## config.mk

```make
export PLATFORM = sky130hd
export DESIGN_NAME = grind_timer_controller
export DESIGN_NICKNAME = d
export VERILOG_FILES = /design/src/hw/rtl/grt_pkg.sv /design/src/hw/rtl/grind_timer_controller.sv /design/src/hw/rtl/grt_csr.sv /design/src/hw/rtl/grt_core.sv /design/src/hw/rtl/grt_out_buf.sv
export SDC_FILE = /design/constraint.sdc
export NUM_CORES = 1
export LEC_CHECK = 0
export BUFFER_PORTS_ARGS = -buffer_cell sky130_fd_sc_hd__clkbuf_2
export CORE_MARGIN = 3
export CORE_UTILIZATION = 34
export CTS_CLUSTER_DIAMETER = 80
export CTS_CLUSTER_SIZE = 20
export DETAILED_ROUTE_END_ITERATION = 6
export GPL_TIMING_DRIVEN = 1
export PLACE_DENSITY = 0.53
export SETUP_SLACK_MARGIN = 0.5
export SYNTH_ARGS = -nofsm -noshare
export SYNTH_HDL_FRONTEND = slang
export SYNTH_SLANG_ARGS = --single-unit
```

## constraint.sdc

```tcl
create_clock -name clock -period 6.3 [get_ports clock]
set_clock_uncertainty 0.2 [all_clocks]
set_input_delay 0 -clock clock [delete_from_list [all_inputs] [get_ports clock]]
set_output_delay 0 -clock clock [all_outputs]
set_load 0.05 [all_outputs]
```

## src/hw/rtl/grt_pkg.sv

```systemverilog
// ----------------------------------------------------------------------------
// grt_pkg
// shared types and constants of the grind timer controller
// ----------------------------------------------------------------------------
package grt_pkg;

   localparam int unsigned CSR_ADDR_WIDTH = 4;

   localparam logic [1:0] MODE_SLEEP = 2'd0;
   localparam logic [1:0] MODE_SET   = 2'd1;
   localparam logic [1:0] MODE_RUN   = 2'd2;
   localparam logic [1:0] MODE_DONE  = 2'd3;

   localparam logic [1:0] REG_IDLE_TIMEOUT = 2'd0;
   localparam logic [1:0] REG_MAX_SECONDS  = 2'd1;
   localparam logic [1:0] REG_DEFAULT_SECS = 2'd2;
   localparam logic [1:0] REG_RESTART_MS   = 2'd3;

   localparam logic [7:0]  IDLE_TIMEOUT_RESET = 8'd15;
   localparam logic [5:0]  MAX_SECONDS_RESET  = 6'd60;
   localparam logic [5:0]  DEFAULT_SECS_RESET = 6'd10;
   localparam logic [31:0] RESTART_MS_RESET   = 32'h8000_0000;
   localparam logic [17:0] MS_PER_SECOND      = 18'd1000;
   localparam logic [17:0] IDLE_LOAD_RESET    = 18'd15000;
   localparam logic [9:0]  LAST_MS            = 10'd999;

   typedef struct packed {
      logic [17:0] idle_load_ms;
      logic [5:0]  max_seconds;
      logic [31:0] restart_after_ms;
   } config_type;

   typedef struct packed {
      logic       motor_on;
      logic [1:0] mode_now;
      logic [5:0] chosen_seconds;
      logic [5:0] seconds_left;
      logic       save_strobe;
      logic       restart_strobe;
   } result_type;

endpackage

```

## src/hw/rtl/grind_timer_controller.sv

```systemverilog
// ----------------------------------------------------------------------------
// grind_timer_controller
// appliance run timer, one item per millisecond tick
// ----------------------------------------------------------------------------
//  channel   direction  handshake              payload
//  req       in         req_valid / req_ready  turn_right, turn_left, press
//  rsp       out        rsp_valid / rsp_ready  motor_on, mode_now, chosen_seconds,
//                                              seconds_left, save_strobe,
//                                              restart_strobe
//  csr       in/out     psel, penable, pwrite  paddr, pwdata, prdata, pready
//
//  one item per cycle while the queue has room; the result is in the queue in the
//  cycle after acceptance. tick state is updated combinationally between state and result registers
//  a two-entry result queue lets items in while a result waits
//  req_ready drops only when both queue entries are occupied
//  synchronous reset, no clearing pass
// ----------------------------------------------------------------------------
module grind_timer_controller
   import grt_pkg::*;
(
   input  logic                      clock,
   input  logic                      reset,
   input  logic                      req_valid,
   output logic                      req_ready,
   input  logic                      req_turn_right,
   input  logic                      req_turn_left,
   input  logic                      req_press,
   output logic                      rsp_valid,
   input  logic                      rsp_ready,
   output logic                      rsp_motor_on,
   output logic [1:0]                rsp_mode_now,
   output logic [5:0]                rsp_chosen_seconds,
   output logic [5:0]                rsp_seconds_left,
   output logic                      rsp_save_strobe,
   output logic                      rsp_restart_strobe,
   input  logic                      psel,
   input  logic                      penable,
   input  logic                      pwrite,
   input  logic [CSR_ADDR_WIDTH-1:0] paddr,
   input  logic [31:0]               pwdata,
   output logic [31:0]               prdata,
   output logic                      pready
);

   config_type cfg;
   result_type tick_result;
   result_type rsp_data;
   logic       tick;

   assign tick = req_valid & req_ready;

   grt_csr u_csr (
      .clock   (clock),
      .reset   (reset),
      .psel    (psel),
      .penable (penable),
      .pwrite  (pwrite),
      .paddr   (paddr),
      .pwdata  (pwdata),
      .prdata  (prdata),
      .pready  (pready),
      .cfg     (cfg)
   );

   grt_core u_core (
      .clock      (clock),
      .reset      (reset),
      .tick       (tick),
      .turn_right (req_turn_right),
      .turn_left  (req_turn_left),
      .press      (req_press),
      .cfg        (cfg),
      .result     (tick_result)
   );

   grt_out_buf u_out_buf (
      .clock     (clock),
      .reset     (reset),
      .push      (tick),
      .push_data (tick_result),
      .has_room  (req_ready),
      .pop_valid (rsp_valid),
      .pop_ready (rsp_ready),
      .pop_data  (rsp_data)
   );

   assign rsp_motor_on       = rsp_data.motor_on;
   assign rsp_mode_now       = rsp_data.mode_now;
   assign rsp_chosen_seconds = rsp_data.chosen_seconds;
   assign rsp_seconds_left   = rsp_data.seconds_left;
   assign rsp_save_strobe    = rsp_data.save_strobe;
   assign rsp_restart_strobe = rsp_data.restart_strobe;

endmodule

```

## src/hw/rtl/grt_csr.sv

```systemverilog
// ----------------------------------------------------------------------------
// grt_csr
// configuration registers with apb-style write and read access
// ----------------------------------------------------------------------------
module grt_csr
   import grt_pkg::*;
(
   input  logic                      clock,
   input  logic                      reset,
   input  logic                      psel,
   input  logic                      penable,
   input  logic                      pwrite,
   input  logic [CSR_ADDR_WIDTH-1:0] paddr,
   input  logic [31:0]               pwdata,
   output logic [31:0]               prdata,
   output logic                      pready,
   output config_type                cfg
);

   logic [7:0]  idle_timeout_ff;
   logic [5:0]  max_seconds_ff;
   logic [5:0]  default_secs_ff;
   logic [31:0] restart_ms_ff;
   logic [17:0] idle_load_ff;
   logic [17:0] idle_load_in;
   logic [1:0]  reg_index;
   logic        wr_en;

   assign pready    = 1'b1;
   assign reg_index = paddr[3:2];
   assign wr_en     = psel & penable & pwrite;

   // timeout in ms, kept ready for the countdown
   assign idle_load_in = {10'd0, pwdata[7:0]} * MS_PER_SECOND;

   always_ff @(posedge clock) begin
      if (reset) begin
         idle_timeout_ff <= IDLE_TIMEOUT_RESET;
         max_seconds_ff  <= MAX_SECONDS_RESET;
         default_secs_ff <= DEFAULT_SECS_RESET;
         restart_ms_ff   <= RESTART_MS_RESET;
         idle_load_ff    <= IDLE_LOAD_RESET;
      end else if (wr_en) begin
         unique case (reg_index)
            REG_IDLE_TIMEOUT: begin
               idle_timeout_ff <= pwdata[7:0];
               idle_load_ff    <= idle_load_in;
            end
            REG_MAX_SECONDS:  max_seconds_ff  <= pwdata[5:0];
            REG_DEFAULT_SECS: default_secs_ff <= pwdata[5:0];
            REG_RESTART_MS:   restart_ms_ff   <= pwdata;
            default: ;
         endcase
      end
   end

   always_comb begin
      unique case (reg_index)
         REG_IDLE_TIMEOUT: prdata = {24'd0, idle_timeout_ff};
         REG_MAX_SECONDS:  prdata = {26'd0, max_seconds_ff};
         REG_DEFAULT_SECS: prdata = {26'd0, default_secs_ff};
         REG_RESTART_MS:   prdata = restart_ms_ff;
         default:          prdata = 32'd0;
      endcase
   end

   assign cfg.idle_load_ms     = idle_load_ff;
   assign cfg.max_seconds      = max_seconds_ff;
   assign cfg.restart_after_ms = restart_ms_ff;

endmodule

```

## src/hw/rtl/grt_core.sv

```systemverilog
// ----------------------------------------------------------------------------
// grt_core
// per-tick mode, countdown and setting update
// ----------------------------------------------------------------------------
module grt_core
   import grt_pkg::*;
(
   input  logic       clock,
   input  logic       reset,
   input  logic       tick,
   input  logic       turn_right,
   input  logic       turn_left,
   input  logic       press,
   input  config_type cfg,
   output result_type result
);

   logic [1:0]  mode_ff, mode_in;
   logic [5:0]  sel_ff, sel_in;
   logic [5:0]  rem_ff, rem_in;
   logic [17:0] idle_ff, idle_in;
   logic [5:0]  run_sec_ff, run_sec_in;
   logic [9:0]  run_ms_ff, run_ms_in;
   logic        armed_ff, armed_in;
   logic [31:0] uptime_ff, uptime_in;

   logic        event_seen;
   logic        idle_exp;
   logic        run_exp;
   logic        save;
   logic        restart;
   logic [5:0]  top;
   logic [5:0]  base;
   logic [6:0]  stepped;
   logic [5:0]  clamped;

   assign event_seen = turn_right | turn_left | press;
   assign top        = (cfg.max_seconds == 6'd0) ? 6'd1 : cfg.max_seconds;
   assign base       = (sel_ff == 6'd0) ? rem_ff : sel_ff;

   always_comb begin
      if (turn_right) begin
         stepped = {1'b0, base} + 7'd1;
      end else if (turn_left) begin
         stepped = (base == 6'd0) ? 7'd0 : {1'b0, base} - 7'd1;
      end else begin
         stepped = {1'b0, base};
      end
      if (stepped == 7'd0) begin
         clamped = 6'd1;
      end else if (stepped > {1'b0, top}) begin
         clamped = top;
      end else begin
         clamped = stepped[5:0];
      end
   end

   always_comb begin
      mode_in    = mode_ff;
      sel_in     = sel_ff;
      rem_in     = rem_ff;
      idle_in    = idle_ff;
      run_sec_in = run_sec_ff;
      run_ms_in  = run_ms_ff;
      armed_in   = armed_ff;
      uptime_in  = uptime_ff + 32'd1;
      idle_exp   = 1'b0;
      run_exp    = 1'b0;
      save       = 1'b0;
      restart    = 1'b0;

      // inactivity countdown
      if (event_seen) begin
         idle_in = cfg.idle_load_ms;
      end else if (idle_ff == 18'd0) begin
         idle_exp = 1'b1;
      end else begin
         idle_in = idle_ff - 18'd1;
      end
      if (idle_exp) begin
         mode_in = MODE_SLEEP;
      end

      // run countdown kept as seconds and ms within the second
      if (armed_ff) begin
         if (run_sec_ff == 6'd0 && run_ms_ff == 10'd0) begin
            run_exp = 1'b1;
         end else if (run_ms_ff == 10'd0) begin
            run_sec_in = run_sec_ff - 6'd1;
            run_ms_in  = LAST_MS;
         end else begin
            run_ms_in = run_ms_ff - 10'd1;
         end
      end

      unique case (mode_in)
         MODE_SLEEP: begin
            if (event_seen) begin
               mode_in = MODE_SET;
            end else if (uptime_ff > cfg.restart_after_ms) begin
               restart    = 1'b1;
               mode_in    = MODE_SLEEP;
               sel_in     = 6'd0;
               idle_in    = 18'd0;
               run_sec_in = 6'd0;
               run_ms_in  = 10'd0;
               armed_in   = 1'b0;
               uptime_in  = 32'd0;
            end
         end
         MODE_SET: begin
            sel_in = clamped;
            if (press) begin
               save    = (rem_ff != clamped);
               rem_in  = clamped;
               mode_in = MODE_RUN;
            end
         end
         MODE_RUN: begin
            idle_in = cfg.idle_load_ms;
            if (press) begin
               mode_in = MODE_DONE;
            end
            if (!armed_ff) begin
               armed_in   = 1'b1;
               run_sec_in = sel_ff;
               run_ms_in  = 10'd0;
            end else if (run_exp) begin
               mode_in = MODE_DONE;
            end
         end
         MODE_DONE: begin
            armed_in   = 1'b0;
            run_sec_in = 6'd0;
            run_ms_in  = 10'd0;
            if (event_seen) begin
               mode_in = MODE_SET;
            end
         end
         default: ;
      endcase
   end

   always_ff @(posedge clock) begin
      if (reset) begin
         mode_ff    <= MODE_SLEEP;
         sel_ff     <= 6'd0;
         rem_ff     <= DEFAULT_SECS_RESET;
         idle_ff    <= 18'd0;
         run_sec_ff <= 6'd0;
         run_ms_ff  <= 10'd0;
         armed_ff   <= 1'b0;
         uptime_ff  <= 32'd0;
      end else if (tick) begin
         mode_ff    <= mode_in;
         sel_ff     <= sel_in;
         rem_ff     <= rem_in;
         idle_ff    <= idle_in;
         run_sec_ff <= run_sec_in;
         run_ms_ff  <= run_ms_in;
         armed_ff   <= armed_in;
         uptime_ff  <= uptime_in;
      end
   end

   assign result.motor_on       = (mode_in == MODE_RUN);
   assign result.mode_now       = mode_in;
   assign result.chosen_seconds = sel_in;
   assign result.seconds_left   = (mode_in == MODE_RUN && armed_in) ? run_sec_in : 6'd0;
   assign result.save_strobe    = save;
   assign result.restart_strobe = restart;

endmodule

```

## src/hw/rtl/grt_out_buf.sv

```systemverilog
// ----------------------------------------------------------------------------
// grt_out_buf
// two-entry result queue between the tick logic and the result channel
// ----------------------------------------------------------------------------
module grt_out_buf
   import grt_pkg::*;
(
   input  logic       clock,
   input  logic       reset,
   input  logic       push,
   input  result_type push_data,
   output logic       has_room,
   output logic       pop_valid,
   input  logic       pop_ready,
   output result_type pop_data
);

   result_type entry_ff [2];
   logic       wr_ptr_ff;
   logic       rd_ptr_ff;
   logic [1:0] count_ff;
   logic [1:0] count_in;
   logic       pop;

   assign has_room  = (count_ff != 2'd2);
   assign pop_valid = (count_ff != 2'd0);
   assign pop       = pop_valid & pop_ready;
   assign pop_data  = entry_ff[rd_ptr_ff];

   always_comb begin
      count_in = count_ff;
      if (push && !pop) begin
         count_in = count_ff + 2'd1;
      end else if (pop && !push) begin
         count_in = count_ff - 2'd1;
      end
   end

   always_ff @(posedge clock) begin
      if (reset) begin
         wr_ptr_ff <= 1'b0;
         rd_ptr_ff <= 1'b0;
         count_ff  <= 2'd0;
      end else begin
         count_ff <= count_in;
         if (push) begin
            wr_ptr_ff <= ~wr_ptr_ff;
         end
         if (pop) begin
            rd_ptr_ff <= ~rd_ptr_ff;
         end
      end
   end

   always_ff @(posedge clock) begin
      if (push) begin
         entry_ff[wr_ptr_ff] <= push_data;
      end
   end

endmodule

```

[Word level (Yosys, flattened, before mapping)]
Memory sizes are Yosys's and may differ from the RTL's. A register that Yosys moved wholly into a read port is not among the register bits.
Cells that the tools add are included.
Cells by class
  reduce and logical (&&, ||, !) cells: 22
  eq/ne operators: 9
  $lt $le $gt $ge: 2
  multipliers: 1
  bitwise logic cells: 8
  mux-type cells: 61
  add/sub/neg operators: 8
Operators by type and width (number)
  $pmux W32 S4: 1
  $mux W32: 3
  $mux W6: 13
  $mux W18: 4
  $mux W10: 6
  $pmux W18 S2: 1
  $add A32 B1 Y32 const B: 1
  $gt A32 B32 Y1: 1
  $pmux W10 S3: 1
  $logic_not A6 Y1: 4
  $mux W7: 3
  $mux W2: 10
  $logic_not A18 Y1: 1
  $pmux W6 S3: 1
  $sub A18 B1 Y18 const B: 1
  $mul A8 B7 Y15 const B: 1
  $mux W1: 15
  $pmux W6 S2: 1
  $eq A2 B2 Y1 const B: 5
  $logic_not A10 Y1: 1
  $sub A10 B1 Y10 const B: 1
  $pmux W2 S4: 1
  $reduce_and A2 Y1: 4
  $add A6 B1 Y7 const B: 1
  18 further kinds: 30
Storage, ports and cells
  memories kept: 1
  bits of input ports: 46
  memory bits (writable): 34
  word-level logic and storage cells: 128
  output and inout bits: 52
  flip-flop bits (word level): 152
Memory list
  u_out_buf.entry_ff: words 2, bits a word 17, read ports 1, clocked after Yosys merged registers in 1, wr ports 1, RTL line grt_out_buf.sv:18  | result_type entry_ff [2];

[Depth between registers and ports, before layout]
  word-level depth: 12
  mapped depth: 21
  gate-level depth less buffers: 18

[By module]
A second synthesis with hierarchy kept.
Unflattened totals
  cells, all modules: 1398
  area total of the unflattened synthesis: 11921.4 µm²
Modules (own cells, without submodules)
  grt_core: area each 6367.4 µm², sequential area each 1621.6 µm², instances 1, cells each 848
  grt_csr: area each 4113.9 µm², sequential area each 1301.2 µm², instances 1, cells each 474
  grt_out_buf: area each 1433.9 µm², sequential area each 1121.1 µm², instances 1, cells each 75
  grind_timer_controller: area each 6.3 µm², sequential area each 0.0 µm², instances 1, cells each 1

[Least setup slack after synthesis]
No wires, ideal clock.
  path type: register to register
  start: register u_core.sel_ff[4]
  end: memory u_out_buf.entry_ff[0][1] (netlist name) (data pin)
  cell stages (with the launch flop): 21
  library setup time: 0.274 ns
  data required time: 5.826 ns
  path buffers: 2
  clock period less this slack: 4.630 ns
  setup slack: 1.670 ns
  data arrival time: 4.156 ns
  path through: dfxtp_1 > buf_2 > nor4_4 > buf_6 > and3_1 > nor2_1 > ha_1 > nand2_1 > or4_1 > and3_1 > or2_4 > ha_1 > a21o_1 > a21oi_1 > a21oi_1 > nor3_1 > mux2_2 > nor4b_1 > a31oi_1 > o211ai_1 > o211ai_1
RTL lines
  from (decl): RTL line grt_core.sv:19  | logic [5:0] sel_ff, sel_in;
  from (signal assigned): RTL line grt_core.sv:156  | sel_ff <= sel_in;
  to (decl): RTL line grt_out_buf.sv:18

==> reports/metrics.cfg <==
[timing]
final.period_utilization = 0.8586
setup_ws_ps = 891.1
fmax_ghz = 0.1849
fin_setup_tns_ps = 0
setup_viol = 0
rsz0062_at_grt = no
tightest_slew_ps = 1151
hold_viol = 0
min_period_ps = 5409
slew_headroom = 0.2289
final_max_slew_viol_count = 0

[synthesis]
synth_top_area_frac = 0.2624
yosysTopAreaCell = dfxtp_1
yosys_warnings = 0
syn_area_um2 = 11520
synth-main-ff-cell = dfxtp_1
syn_area_per_cell_um2 = 8.488
synth_async_sr_flop_share = 0
synth_most_common_cell = nand2_1
synth_edf_count = 34
syn-num-nets = 1509
ys_seq_elements = 185
synth.area.top_cells = dfxtp_1 (26%), ha_1 (9.1%), edfxtp_1 (8.9%)
yosysSeqAreaShare = 0.3511
yosysUniqueCellTypes = 75
synth_cells = 1357
synthTopCellsByCount = nand2_1 (171), dfxtp_1 (151), nor2_1 (149)

[routing]
final_antenna_net_count = 0
routed_via_density = 5.177
first_iter_violations = 561
wl_um = 29290
vias = 9971
first_pass_iters = 6
drc = 0
avgRoutedWirePerCell_um = 15.21

[grt]
grt_pass1_vias = 9680
track_usage = 0.1646
grt_pass1_wl_um = 48960
antenna_found_initial = 0
grt_overflow = 0
grt_max_degree = 78

[status]
status = complete, no violations

[layout]
seq_area_um2 = 4044
nNetsFinal = 1623
drive_above_1_share = 0.1247
fillCellCount = 3322
multiInputGateArea_um2 = 6842
diodes = 0
fin_cells = 1926
areaGrowthSynthToFinish_pct = 17.24

[placed_design]
gp_congestion = 0.8201
pre_cts_ws_ps = 980.1
dp.cells = 1834
portBuffers = 94
hpwlAfterDp_um = 20980

[cts]
cts_buffers = 17
insertion_delay_ps = 440
clkSinkCount = 185
cts-root-buf = clkbuf_16
cts_max_path_buffers = 2
cts_tree = yes
clk_pin_slew_ps = 70
htree_levels = 4

[floorplanning]
coreArea_um2 = 32950
initial_core_util = 0.3496
die_w_um = 190.1
ios = 98
core.rowCount = 66
die_h_um = 190.1
die-area_um2 = 36120

[worst_setup_path]
worstPathCellList = nor4_4 > and3_1 > nor2_1 > ha_1 > nand2_1 > o31ai_1 > and3_1 > or2_4 > ha_1 > a21o_1 > a21oi_1 > a21oi_1 > or3_1 > o31ai_1 > xnor2_1 > nor4_1 > a31o_2 > o211ai_1
cp_slowest_stage_delay_ps = 690
cp-end-kind = flip-flop
required_ps = 6330
crit_arrival_ps = 5440
slowest_stage = o31ai_1
crit_type = flip-flop to flip-flop
start_kind = flip-flop
cp_max_fo = 11

[power_and_ir_drop]
p_per_area_nw_per_um2 = 276.5
leakage_nw = 5.483
p_total_mw = 3.735
ir_drop_mv = 0.1829

[run]
maxCapViolCount = 0

[min_path]
hold_path_class = input pin to flip-flop

kinds of logic after synthesis:
| logic type | Yosys count | share of synthesized area |
|---|---|---|
| AND/OR/NAND/NOR | 508 | 0.2087 |
| AO/OA/AOI/OAI | 292 | 0.1659 |
| flip-flops | 185 | 0.3511 |
| buffers and inverters | 165 | 0.05594 |
| adder cells (fa/ha/maj) | 106 | 0.1295 |
| XOR/XNOR | 63 | 0.04790 |
| multiplexers | 37 | 0.04074 |
| other | 1 | 0.0003256 |
layer usage:
metal  global-route usage  share of wire  vias to the layer above
li1                     -              -                     5020
met1               0.2290           0.49                     4762
met2               0.2711           0.47                      167
met3              0.02561          0.026                       22
met4              0.03497          0.010                        0
met5                    0              0                        -
cell type report:
type / instances / area share
multi-input cells: 1007 / 0.5066
flip-flops and latches: 185 / 0.2995
repair buffers: 165 / 0.08561
well taps: 442 / 0.04095
clock buffers: 24 / 0.03651
inverters: 95 / 0.02641
clock inverters: 8 / 0.004447
registers in the layout, indices dropped and copies added, names as in the netlist, named ones only:
register	count
u_core.armed_ff	1
u_core.idle_ff	18
u_core.mode_ff	2
u_core.rem_ff	6
u_core.run_ms_ff	10
u_core.run_sec_ff	6
u_core.sel_ff	6
u_core.uptime_ff	32
u_csr.default_secs_ff	6
u_csr.idle_load_ff	13
u_csr.idle_timeout_ff	8
u_csr.max_seconds_ff	6
u_csr.restart_ms_ff	32
u_out_buf.count_ff	2
u_out_buf.entry_ff	34
u_out_buf.rd_ptr_ff	1
u_out_buf.wr_ptr_ff	1
path summary, 6_finish.rpt:
check	cells after the start	startpoint	slack, ps	to
max reg2reg	18	u_core.sel_ff[2]$_SDFFE_PP0P_	890	u_out_buf.entry_ff[0][1]$_DFFE_PP_
max	18	u_core.sel_ff[2]$_SDFFE_PP0P_	890	u_out_buf.entry_ff[0][1]$_DFFE_PP_
min	4	paddr[3]	20	u_csr.idle_timeout_ff[6]$_SDFFE_PP0P_
min reg2reg	2	u_csr.restart_ms_ff[7]$_SDFFE_PP0P_	260	u_csr.restart_ms_ff[7]$_SDFFE_PP0P_
repair_timing:
action,4_1_cts,5_1_grt
resized for setup,0,1
buffers inserted,0,0
hold buffers,60,0
setup endpoints to repair,0,2
hold endpoints to repair,81,0
critical path: cells and delay by family (launching register included):
family	cells	cell delay, ps
AOI/OAI and AO/OA	7	1720
adders and majority gates	2	500
DFF	1	440
and+or+nand+nor	8	2140
xor gates and xnor gates	1	200
report_power, final:
group | internal (mW) | switching, mW | total (mW)
clock network | 0.553 | 0.480 | 1.03
logic | 0.490 | 0.823 | 1.31
registers | 1.31 | 0.0824 | 1.39
metrics by stage:
step	cell area [um2]	hold slack [ps]	util
after floorplan	11520	-82.16	-
after global placement	12350	15.10	0.3747
after detailed placement	12350	20.34	0.3747
after CTS	13500	2.663	0.4097
after global routing	13500	95.66	0.4099
final	13500	15.42	0.4099
layout by cell type, fill, tap and decap left out, drive strengths merged, types with 12 or more instances in the layout:
master / count
nor3: 28
xor2: 38
nand2: 171
mux2: 19
buf: 12
inv: 96
a31oi: 16
nor2: 151
o21ai: 34
a21o: 23
dlygate4sd3: 60
a21oi: 107
clkbuf: 117
dfxtp: 151
a211oi: 20
xnor2: 25
and3: 17
nor4: 18
nand3: 29
nand4: 19
ha: 84
edfxtp: 34
fa: 22
mux2i: 12
Note: power is estimated with default switching activity, not from simulation.
